[config.mk]
export PLATFORM = sky130hd
export DESIGN_NAME = vp8_rtp_depacketizer
export DESIGN_NICKNAME = d
export VERILOG_FILES = /design/src/rtl/core/vp8d_pkg.sv /design/src/rtl/core/vp8d_parser.sv /design/src/rtl/core/vp8d_out_buf.sv /design/src/rtl/core/vp8_rtp_depacketizer.sv
export SDC_FILE = /design/constraint.sdc
export NUM_CORES = 1
export LEC_CHECK = 0
export BUFFER_PORTS_ARGS = -buffer_cell sky130_fd_sc_hd__buf_2
export CORE_MARGIN = 5
export CORE_UTILIZATION = 25
export DETAILED_ROUTE_END_ITERATION = 7
export PLACE_DENSITY = 0.48
export SYNTH_ARGS = -nofsm -noshare
export SYNTH_HDL_FRONTEND = slang
export SYNTH_HIERARCHICAL = 1
export SYNTH_SLANG_ARGS = --single-unit
[constraint.sdc]
create_clock -name clk -period 6.2 [get_ports clk]
set_clock_uncertainty 0.1 [all_clocks]
set_input_delay 0.62 -clock clk [delete_from_list [all_inputs] [get_ports clk]]
set_output_delay 0.62 -clock clk [all_outputs]
set_load 0.005 [all_outputs]
[src/rtl/core/vp8d_pkg.sv]
// ----------------------------------------------------------------------------
// VP8 RTP depacketizer package
// Shared payload types and status codes for the depacketizer blocks.
// ----------------------------------------------------------------------------
package vp8d_pkg;

    // Number of size bits below the 2-bit scale in a keyframe dimension.
    localparam int SIZE_BITS = 14;

    localparam logic [2:0] STATUS_OK         = 3'd0;
    localparam logic [2:0] STATUS_START_MISM = 3'd1;
    localparam logic [2:0] STATUS_INTER_EARLY = 3'd2;
    localparam logic [2:0] STATUS_NO_FRAME   = 3'd3;
    localparam logic [2:0] STATUS_TRUNCATED  = 3'd4;

    typedef struct packed {
        logic [7:0]  data_byte;
        logic        packet_first;
        logic        packet_last;
        logic        rtp_new_frame;
        logic        rtp_marker;
        logic [31:0] rtp_timestamp;
    } in_item_t;

    typedef struct packed {
        logic        byte_valid;
        logic [7:0]  out_byte;
        logic        frame_first;
        logic        frame_last;
        logic        key_frame;
        logic [31:0] frame_time;
        logic [2+SIZE_BITS-1:0] frame_width;
        logic [2+SIZE_BITS-1:0] frame_height;
        logic        packet_done;
        logic [2:0]  packet_status;
    } out_item_t;

endpackage

[src/rtl/core/vp8d_parser.sv]
// ----------------------------------------------------------------------------
// VP8 RTP depacketizer parser
// Holds the descriptor and frame state and builds at most one result per request.
// ----------------------------------------------------------------------------
module vp8d_parser
(
    input  logic                clk,
    input  logic                rst_n,
    input  logic                accept,
    input  vp8d_pkg::in_item_t  item,
    output logic                has_result,
    output vp8d_pkg::out_item_t result
);
    import vp8d_pkg::*;

    typedef enum logic [3:0] {
        PH_DESC,
        PH_EXT,
        PH_PID,
        PH_PIDX,
        PH_TL0,
        PH_TK,
        PH_PHDR,
        PH_KHDR,
        PH_DATA,
        PH_DROP
    } phase_t;

    typedef struct packed {
        phase_t     phase;
        logic [2:0] err;
    } body_t;

    phase_t      phase_reg, phase_next;
    logic        flag_s_reg, flag_s_next;
    logic        flag_i_reg, flag_i_next;
    logic        flag_l_reg, flag_l_next;
    logic        flag_tk_reg, flag_tk_next;
    logic [3:0]  hpos_reg, hpos_next;
    logic [2:0]  error_reg, error_next;
    logic        open_reg, open_next;
    logic        seen_key_reg, seen_key_next;
    logic        is_key_reg, is_key_next;
    logic [31:0] stamp_reg, stamp_next;
    logic [15:0] cur_w_reg, cur_w_next;
    logic [15:0] cur_h_reg, cur_h_next;
    logic [15:0] prev_w_reg, prev_w_next;
    logic [15:0] prev_h_reg, prev_h_next;

    phase_t      phase_in;
    body_t       body;
    logic        emit;
    logic        ffirst;
    logic        flast;
    logic        done;
    logic        inter;
    logic [3:0]  hpos_inc;

    // Descriptor finished: decide how the remaining bytes are handled.
    // An error code of zero leaves the packet error as it is.
    function automatic body_t enter_body(input logic s, input logic nf, input logic fo);
        body_t r;
        r.err = STATUS_OK;
        if (s) begin
            if (!nf) begin
                r.phase = PH_DROP;
                r.err   = STATUS_START_MISM;
            end
            else begin
                r.phase = PH_PHDR;
            end
        end
        else if (!fo) begin
            r.phase = PH_DROP;
            r.err   = STATUS_NO_FRAME;
        end
        else begin
            r.phase = PH_DATA;
        end
        return r;
    endfunction

    // Skip to the next optional descriptor byte after the given level.
    function automatic body_t advance(input logic [1:0] level, input logic fi,
                                      input logic fl, input logic ftk,
                                      input logic s, input logic nf, input logic fo);
        body_t r;
        r.err = STATUS_OK;
        if (level < 2'd1 && fi) begin
            r.phase = PH_PID;
        end
        else if (level < 2'd2 && fl) begin
            r.phase = PH_TL0;
        end
        else if (level < 2'd3 && ftk) begin
            r.phase = PH_TK;
        end
        else begin
            r = enter_body(s, nf, fo);
        end
        return r;
    endfunction

    always_comb
    begin
        phase_next    = phase_reg;
        flag_s_next   = flag_s_reg;
        flag_i_next   = flag_i_reg;
        flag_l_next   = flag_l_reg;
        flag_tk_next  = flag_tk_reg;
        hpos_next     = hpos_reg;
        error_next    = error_reg;
        open_next     = open_reg;
        seen_key_next = seen_key_reg;
        is_key_next   = is_key_reg;
        stamp_next    = stamp_reg;
        cur_w_next    = cur_w_reg;
        cur_h_next    = cur_h_reg;
        prev_w_next   = prev_w_reg;
        prev_h_next   = prev_h_reg;
        emit          = 1'b0;
        ffirst        = 1'b0;
        flast         = 1'b0;
        done          = 1'b0;
        inter         = item.data_byte[0];
        hpos_inc      = hpos_reg + 4'd1;
        body.phase    = PH_DROP;
        body.err      = STATUS_OK;

        phase_in = item.packet_first ? PH_DESC : phase_reg;

        case (phase_in)
            PH_DESC:
            begin
                error_next   = STATUS_OK;
                flag_s_next  = item.data_byte[4];
                flag_i_next  = 1'b0;
                flag_l_next  = 1'b0;
                flag_tk_next = 1'b0;
                if (item.data_byte[7]) begin
                    phase_next = PH_EXT;
                end
                else begin
                    body = enter_body(item.data_byte[4], item.rtp_new_frame, open_reg);
                end
            end
            PH_EXT:
            begin
                flag_i_next  = item.data_byte[7];
                flag_l_next  = item.data_byte[6];
                flag_tk_next = |item.data_byte[5:4];
                body = advance(2'd0, item.data_byte[7], item.data_byte[6],
                               |item.data_byte[5:4], flag_s_reg,
                               item.rtp_new_frame, open_reg);
            end
            PH_PID:
            begin
                if (item.data_byte[7]) begin
                    phase_next = PH_PIDX;
                end
                else begin
                    body = advance(2'd1, flag_i_reg, flag_l_reg, flag_tk_reg, flag_s_reg,
                                   item.rtp_new_frame, open_reg);
                end
            end
            PH_PIDX:
            begin
                body = advance(2'd1, flag_i_reg, flag_l_reg, flag_tk_reg, flag_s_reg,
                               item.rtp_new_frame, open_reg);
            end
            PH_TL0:
            begin
                body = advance(2'd2, flag_i_reg, flag_l_reg, flag_tk_reg, flag_s_reg,
                               item.rtp_new_frame, open_reg);
            end
            PH_TK:
            begin
                body = advance(2'd3, flag_i_reg, flag_l_reg, flag_tk_reg, flag_s_reg,
                               item.rtp_new_frame, open_reg);
            end
            PH_PHDR:
            begin
                if (hpos_reg == 4'd0 && inter && !seen_key_reg) begin
                    error_next = STATUS_INTER_EARLY;
                    phase_next = PH_DROP;
                end
                else begin
                    if (hpos_reg == 4'd0) begin
                        open_next   = 1'b1;
                        is_key_next = !inter;
                        stamp_next  = item.rtp_timestamp;
                        cur_w_next  = inter ? prev_w_reg : 16'd0;
                        cur_h_next  = inter ? prev_h_reg : 16'd0;
                        ffirst      = 1'b1;
                    end
                    emit      = 1'b1;
                    hpos_next = hpos_inc;
                    if (hpos_inc >= 4'd3) begin
                        hpos_next  = 4'd0;
                        phase_next = is_key_next ? PH_KHDR : PH_DATA;
                    end
                end
            end
            PH_KHDR:
            begin
                emit = 1'b1;
                case (hpos_reg)
                    4'd3:    cur_w_next = {cur_w_reg[15:8], item.data_byte};
                    4'd4:    cur_w_next = {item.data_byte, cur_w_reg[7:0]};
                    4'd5:    cur_h_next = {cur_h_reg[15:8], item.data_byte};
                    4'd6:    cur_h_next = {item.data_byte, cur_h_reg[7:0]};
                    default: ;
                endcase
                hpos_next = hpos_inc;
                if (hpos_inc >= 4'd7) begin
                    hpos_next     = 4'd0;
                    prev_w_next   = cur_w_next;
                    prev_h_next   = cur_h_next;
                    seen_key_next = 1'b1;
                    phase_next    = PH_DATA;
                end
            end
            PH_DATA:
            begin
                emit = open_reg;
            end
            default:
            begin
                phase_next = PH_DROP;
            end
        endcase

        // Descriptor bytes that finish the descriptor pick the body phase here.
        if (phase_in == PH_DESC || phase_in == PH_EXT || phase_in == PH_PID ||
            phase_in == PH_PIDX || phase_in == PH_TL0 || phase_in == PH_TK) begin
            if (!(phase_in == PH_DESC && item.data_byte[7]) &&
                !(phase_in == PH_PID && item.data_byte[7])) begin
                phase_next = body.phase;
                if (body.err != STATUS_OK) begin
                    error_next = body.err;
                end
                if (body.phase == PH_PHDR) begin
                    hpos_next = 4'd0;
                end
            end
        end

        if (item.packet_last) begin
            done = 1'b1;
            if (phase_next != PH_DATA && phase_next != PH_DROP && error_next == STATUS_OK) begin
                error_next = STATUS_TRUNCATED;
                if (phase_next == PH_KHDR || (phase_next == PH_PHDR && hpos_next != 4'd0)) begin
                    open_next = 1'b0;
                end
            end
            else if (error_next == STATUS_OK && item.rtp_marker && open_next) begin
                flast     = 1'b1;
                open_next = 1'b0;
            end
            phase_next = PH_DESC;
            hpos_next  = 4'd0;
        end

        has_result           = emit || done;
        result.byte_valid    = emit;
        result.out_byte      = emit ? item.data_byte : 8'd0;
        result.frame_first   = ffirst;
        result.frame_last    = flast;
        result.key_frame     = is_key_next;
        result.frame_time    = stamp_next;
        result.frame_width   = cur_w_next;
        result.frame_height  = cur_h_next;
        result.packet_done   = done;
        result.packet_status = done ? error_next : STATUS_OK;
    end

    always_ff @(posedge clk or negedge rst_n)
    begin
        if (!rst_n) begin
            phase_reg    <= PH_DESC;
            flag_s_reg   <= 1'b0;
            flag_i_reg   <= 1'b0;
            flag_l_reg   <= 1'b0;
            flag_tk_reg  <= 1'b0;
            hpos_reg     <= 4'd0;
            error_reg    <= STATUS_OK;
            open_reg     <= 1'b0;
            seen_key_reg <= 1'b0;
            is_key_reg   <= 1'b0;
            stamp_reg    <= 32'd0;
            cur_w_reg    <= 16'd0;
            cur_h_reg    <= 16'd0;
            prev_w_reg   <= 16'd0;
            prev_h_reg   <= 16'd0;
        end
        else if (accept) begin
            phase_reg    <= phase_next;
            flag_s_reg   <= flag_s_next;
            flag_i_reg   <= flag_i_next;
            flag_l_reg   <= flag_l_next;
            flag_tk_reg  <= flag_tk_next;
            hpos_reg     <= hpos_next;
            error_reg    <= error_next;
            open_reg     <= open_next;
            seen_key_reg <= seen_key_next;
            is_key_reg   <= is_key_next;
            stamp_reg    <= stamp_next;
            cur_w_reg    <= cur_w_next;
            cur_h_reg    <= cur_h_next;
            prev_w_reg   <= prev_w_next;
            prev_h_reg   <= prev_h_next;
        end
    end

endmodule

[src/rtl/core/vp8d_out_buf.sv]
// ----------------------------------------------------------------------------
// VP8 RTP depacketizer output buffer
// Result register with a skid entry; the input side waits on ready only while the skid entry is occupied.
// ----------------------------------------------------------------------------
module vp8d_out_buf
(
    input  logic                clk,
    input  logic                rst_n,
    input  logic                push,
    input  vp8d_pkg::out_item_t push_data,
    output logic                can_push,
    output logic                out_valid,
    input  logic                out_ready,
    output vp8d_pkg::out_item_t out_data
);
    import vp8d_pkg::*;

    logic      head_valid_reg;
    logic      skid_valid_reg;
    out_item_t head_reg;
    out_item_t skid_reg;
    logic      head_free;

    assign head_free = !head_valid_reg || out_ready;
    assign can_push  = !skid_valid_reg;
    assign out_valid = head_valid_reg;
    assign out_data  = head_reg;

    always_ff @(posedge clk or negedge rst_n)
    begin
        if (!rst_n) begin
            head_valid_reg <= 1'b0;
            skid_valid_reg <= 1'b0;
        end
        else if (head_free) begin
            if (skid_valid_reg) begin
                head_valid_reg <= 1'b1;
                skid_valid_reg <= 1'b0;
            end
            else begin
                head_valid_reg <= push;
            end
        end
        else if (push) begin
            skid_valid_reg <= 1'b1;
        end
    end

    always_ff @(posedge clk)
    begin
        if (head_free) begin
            head_reg <= skid_valid_reg ? skid_reg : push_data;
        end
        else if (push) begin
            skid_reg <= push_data;
        end
    end

endmodule

[src/rtl/core/vp8_rtp_depacketizer.sv]
// ----------------------------------------------------------------------------
// VP8 RTP depacketizer
// Strips the VP8 payload descriptor and passes frame bytes with frame status.
// ----------------------------------------------------------------------------
// Usage: the input channel (in_valid, in_ready, in_data) carries one RTP
// payload byte per request together with its packet-boundary flags, the RTP
// new-frame flag, the marker and the packet timestamp. The output channel
// (out_valid, out_ready, out_data) carries at most one result per input
// request: a frame byte, a packet status on the packet's last byte, or both.
// Descriptor bytes, and bytes of dropped packets that are not a packet's last
// byte, produce no result.
// The parser takes one byte per cycle while in_ready is high. Each result is
// registered in the result register or the skid entry. Parser state advances
// on every accepted request, so a new byte can follow in the very next cycle.
// The output stage is a result register backed by one skid entry; in_ready
// drops only while the skid entry is occupied, i.e. after the receiver has
// stalled with a result already waiting. When the receiver stalls, at most
// two results are held and nothing is lost or repeated.
// Reset clears the parser to expect a descriptor's first byte, forgets any
// open frame and previous keyframe size, and empties the output stage.
// ----------------------------------------------------------------------------
module vp8_rtp_depacketizer
(
    input  logic                clk,
    input  logic                rst_n,
    input  logic                in_valid,
    output logic                in_ready,
    input  vp8d_pkg::in_item_t  in_data,
    output logic                out_valid,
    input  logic                out_ready,
    output vp8d_pkg::out_item_t out_data
);
    import vp8d_pkg::*;

    logic      accept;
    logic      has_result;
    logic      can_push;
    out_item_t result;

    // The parser commits its state on every accepted request.
    assign in_ready = can_push;
    assign accept   = in_valid && in_ready;

    vp8d_parser u_parser
    (
        .clk        (clk),
        .rst_n      (rst_n),
        .accept     (accept),
        .item       (in_data),
        .has_result (has_result),
        .result     (result)
    );

    vp8d_out_buf u_out_buf
    (
        .clk        (clk),
        .rst_n      (rst_n),
        .push       (accept && has_result),
        .push_data  (result),
        .can_push   (can_push),
        .out_valid  (out_valid),
        .out_ready  (out_ready),
        .out_data   (out_data)
    );

    // A frame can only start on a byte that is passed through.
    assert property (@(posedge clk) disable iff (!rst_n)
        out_valid |-> (!out_data.frame_first || out_data.byte_valid))
        else $error("frame_first without a frame byte");

    // Frame end and error status are only reported on a packet's last byte.
    assert property (@(posedge clk) disable iff (!rst_n)
        out_valid && (out_data.frame_last || out_data.packet_status != STATUS_OK)
        |-> out_data.packet_done)
        else $error("frame_last or status outside packet end");

    // A completed frame is always reported with a good status.
    assert property (@(posedge clk) disable iff (!rst_n)
        out_valid && out_data.frame_last |-> out_data.packet_status == STATUS_OK)
        else $error("frame_last on a failed packet");

    // The input side stalls only when a result is waiting on a stalled receiver.
    assert property (@(posedge clk) disable iff (!rst_n)
        !in_ready |-> out_valid && $past(out_valid && !out_ready))
        else $error("input stalled without a waiting result");

endmodule

# After elaboration in Yosys (flattened, before gate mapping)
# Index checks and enable logic that the tools add are counted.
[classes]
n_reduce_logical = 39
n_lt_le_gt_ge = 2
bitwise = 1
n_eq_ne = 17
n_mux = 87
n_addsub = 1
[op_table]
columns = ["cell", "n"]
rows = [
  ["16-bit one-hot mux with 2 select lines", 4],
  ["16-bit 2-to-1 mux", 6],
  ["32-bit 2-to-1 mux", 3],
  ["4-bit 2-to-1 mux", 23],
  ["80-bit 2-to-1 mux", 1],
  ["7-bit one-hot mux with 6 select lines", 1],
  ["4-bit by 3-bit equality test with 1-bit output, second input constant", 10],
  ["3-bit 2-to-1 mux", 12],
  ["7-bit 2-to-1 mux", 4],
  ["1-bit 2-to-1 mux", 25],
  ["4-bit one-hot mux with 5 select lines", 1],
  ["4-bit by 2-bit equality test with 1-bit output, second input constant", 3],
  ["1-bit logical AND", 12],
  ["4-bit logical NOT", 2],
  ["1-bit logical OR", 8],
  ["8-bit 2-to-1 mux", 1],
  ["4-bit inequality test, second input constant", 2],
  ["4-bit one-hot mux with 2 select lines", 1],
  ["1-bit logical NOT", 6],
  ["3-bit one-hot mux with 2 select lines", 1],
  ["2-bit AND reduction", 3],
  ["5-bit OR reduction", 1],
  ["4-bit by 1-bit adder with 4-bit output, second input constant", 1],
  ["4-bit by 1-bit equality test with 1-bit output, second input constant", 1],
  ["13 further kinds", 15],
]
[word_totals]
out_inout_bits = 82
ff_bits = 275
input_bits = 48
word_cells = 183

# Logic depth before layout (Yosys ltp)
[depth]
depth_word = 18
mapped_depth = 11
ltp_nobuf = 10

# Modules after synthesis
# Netlist, hierarchy kept.
[modules_own_cells]
columns = ["module", "instances", "cells_per_inst", "seq_area_each_um2", "area_each_um2"]
rows = [
  ["vp8d_parser", 1, 751, 2827.7, 6453.7],
  ["vp8d_out_buf", 1, 258, 4854.7, 6248.5],
  ["vp8_rtp_depacketizer", 1, 2, 0.0, 12.5],
]

# Worst setup path after synthesis
# Ideal clock, no wire load.
[synth_path]
path_kind = "input port to flip-flop"
startpoint = "input out_ready"
endpoint = "register u_out_buf/skid_reg[0] in the netlist's numbering (enable)"
stages = 2
path_buffers = 0
slack_ns = -0.531
required_ns = 5.581
setup_time_ns = 0.519
arrival_ns = 6.113
path_cell_list = "nand2b_1 nor2_1"
[synth_via]
elab_chain_len = 3
[synth_lines]
columns = ["element", "line", "text"]
rows = [
  ["from (decl)", "vp8_rtp_depacketizer.sv:30", "input logic out_ready,"],
  ["1-bit logical OR", "vp8d_out_buf.sv:24", "assign head_free = !head_valid_reg || out_ready;"],
  ["1-bit inverter (no source line)", "-", ""],
  ["2-bit AND reduction (no source line)", "-", ""],
  ["to (signal assigned)", "vp8d_out_buf.sv:55", "skid_reg <= push_data;"],
  ["to (decl)", "vp8d_out_buf.sv:21", "out_item_t skid_reg;"],
]
# Every way passes these cells.
# A chain may end at the register's enable or synchronous reset.

==> results.md <==
- Grt ovf: 0
- CP Cell Sequence: inv_1 > ha_1 > or3b_1 > nor3_1 > o21ai_1 > a41o_1 > nand2b_1 > and3_1 > inv_1 > nor2_4 > buf_4
- Maxcap violations: 0
- CP max FO: 47
- HPWL after DPL: 20,600 um
- Drt total wl: 32,300 um
- Buffers on Ports: 129
- R2R cell count: 11
- Worst setup margin: 2.63 ns
- GP Congestion: 0.817
- Post-synth top area cell: edfxtp_1
- Layout cell share with drive strength beyond 1: 28.1%
- Hold_buf cts: 0
- Post-place instance area: 13,900 um^2
- Yosys cell types: 68
- Final instance area: 14,800 um^2
- Worst reg2reg setup slack: 2.63 ns
- Initial core utilization: 25.3%
- PD cells: 356 nW/um^2
- Share of the synthesized area in the top cell type: 37.8%
- Wire length on met3: 1900 um
- CP arrival: 3.69 ns
- Chip height: 236 um
- CP Launch Type: flop
- Top sig layer: met5
- Final hold vios: 0
- Slowest stage cell, crit path: dfrtp_1
- Clock slew at reported path FFs: 0.06 ns
- # clock sinks: 275
- Worst Path Buf+Inv: 3
- Initial antenna violation count: 5
- First-pass GRT wire length: 50,800 um
- Slew margin rel.: 31.5%
- DRC viols: 0
- Clock Root Buffer: clkbuf_16
- Post-synthesis sequential area ratio: 60.4%
- Mapped Cells: 1,011
- Number of CTS-inserted buffers: 29
- Setup TNS: 0 ns
- WL per Instance: 17.9 um
- Register area: 7690 um^2
- FFs w/ async S/R, synth: 41.8%
- Nets@finish: 1,162
- Post-synth EDFFs: 160
- Outcome: completed
- Worst VDD drop: 200 uV
- Synth top area cells: edfxtp_1 (38%), dfrtp_1 (23%), mux2_4 (9.2%)
- Num ports: 130
- Initial DRC count: 743
- Die W: 236 um
- Core box area: 50,300 um^2
- Most common cell after layout, fill and taps aside: edfxtp_1
- Fmax: 280 MHz
- Crit-path leading delay family: simple AND/OR/NAND/NOR gates
- GRT Total Usage: 11.3%
- RSZ-0062 raised after global routing: no
- HP Class: input pin to async pin
- Row cnt: 82
- Critical R2R Launch: u_parser/hpos_reg[0]
- Setup Fix Bufs, Post-CTS: 0
- Placement Setup Slack: 2.63 ns
- Area growth from synthesis to final layout: 16.7%
- Vias per cell: 4.63
- Via Count: 8,363
- Worst-margin pin slew: 1.03 ns
- Multi-input logic area: 4450 um^2
- Main synth FF type: edfxtp_1
- Crit. Startpoint: u_parser/hpos_reg[0]
- Ys Warns: 6
- Setup violators final: 0
- FF-to-FF End: u_out_buf/skid_reg[6]
- Final Max Slew Viols: 0
- CTS tree: yes
- Syn nets: 1,063
- Crit. End Element: flop
- Worst Path Required: 6.32 ns
- Largest net degree at the start of global routing: 88
- DRT Pass-1 Iters: 5
- Vias in the first global route: 8,442
- Yosys reg bits: 275
- Tcrit/Tclk final: 57.6%
- H-Tree Depth: 1
- Die area: 55,500 um^2
- Highest-count cells in the layout ignoring fill and taps: edfxtp_1 (160), nand2_1 (156), buf_2 (128), dfrtp_1 (114), mux2_4 (78)
- Post-layout minimum cycle time: 3.57 ns
- P_leak: 0.00608 uW
- M1 WL: 14,500 um
- Critical path class: flop to flop
- FILL cells: 5,176
- Cell area after synthesis: 12,700 um^2
- Avg Inst Size Synth: 12.6 um^2
- Clock Tree Buf Depth: 3
- Resized cells post-CTS: 0
- Post-route ant nets: 0
- Detailed-routed wire length on met2: 15,100 um
- Clk Latency, worst-skew pair: 0.56 ns
- CP most frequent cell: inv_1
- Crit path largest cell delay: 0.44 ns
==> worst reg2reg max path, stage by stage, from the launching register on <==
cell	delay (ns)
dfrtp_1	0.44
inv_1	0.17
ha_1	0.24
or3b_1	0.43
nor3_1	0.37
o21ai_1	0.21
a41o_1	0.38
nand2b_1	0.20
and3_1	0.20
inv_1	0.09
nor2_4	0.04
buf_4	0.35
==> stage by stage <==
stage | total power (uW) | hold WS (ns) | utilization, % | std cells
after CTS | 5380 | 0.0409 | 29.5 | 1805
after global placement | 3530 | 0.362 | 27.6 | 1751
after detailed placement | 3550 | 0.371 | 27.6 | 1751
after floorplan | 3190 | 0.224 | - | 1011
final | 5290 | 0.0375 | 29.5 | 1806
after global routing | 5580 | 0.0757 | 29.5 | 1805
==> cell type report <==
| type | instances | share of cell area [%] |
|---|---|---|
| Sequential cell | 275 | 51.8 |
| Multi-Input combinational cell | 620 | 30.0 |
| Tap cell | 672 | 5.67 |
| Clock buffer | 33 | 5.13 |
| Timing Repair Buffer | 138 | 4.82 |
| Clock inverter | 21 | 1.44 |
| Inverter | 46 | 1.16 |
| Antenna cell | 1 | 0.0169 |
==> cells in the mapped netlist (2+ instances only) <==
cell type	n
a211oi_1	2
a21boi_0	2
a21o_1	6
a21oi_1	48
a222oi_1	30
a22o_1	3
a22oi_1	17
a311oi_1	2
a31o_2	3
a31oi_1	3
and2_1	14
and3_1	3
buf_12	8
buf_2	13
buf_4	5
clkbuf_1	43
dfrtp_1	115
edfxtp_1	160
ha_1	4
inv_1	45
mux2_2	38
mux2_4	78
mux2i_1	15
nand2_1	156
nand2b_1	8
nand3_1	7
nand3b_1	2
nor2_1	64
nor2b_1	4
nor3_1	14
o211ai_1	3
o21a_1	2
o21ai_0	43
o21ai_1	3
o22ai_1	5
o32ai_1	5
o41ai_1	3
or2_2	2
or3_1	4
==> how the worst max path moves through the flow <==
stage / endpoint / slack, ns / depth (start not counted)
after floorplan: u_out_buf/skid_reg[0] / 0.34 / 2
after global placement: u_out_buf/skid_reg[16] / 2.67 / 11
after detailed placement: u_out_buf/skid_reg[17] / 2.63 / 10
after CTS: u_out_buf/skid_reg[6] / 2.63 / 11
after global routing: u_out_buf/skid_reg[6] / 2.36 / 11
final: u_out_buf/skid_reg[6] / 2.63 / 11
==> cells by family (layout without fill, tap and decap cells) <==
logic type / count (synthesis) / after routing / share of synthesized area (%)
adders and majority gates: 4 / 4 / 0.394
other: 0 / 1 / 0
DFF: 275 / 275 / 60.4
xor gates and xnor gates: 1 / 1 / 0.0689
and+or+nand+nor: 287 / 287 / 9.82
muxes: 131 / 131 / 13.8
buffers and inverters: 116 / 238 / 4.78
AOI/OAI and AO/OA: 197 / 197 / 10.8
==> power breakdown <==
group | internal (uW) | switching [uW] | total [uW]
Sequential | 2310 | 182 | 2500
Clock | 1050 | 738 | 1780
Combinational | 510 | 495 | 1010
==> per-layer routing <==
layer / global-route usage [%] / up-vias
met5: 0 / -
met4: 3.57 / 8
met3: 2.35 / 61
met2: 18.7 / 238
met1: 14.9 / 4171
li1: - / 3885
No activity file was read; power rests on OpenSTA's default activity.
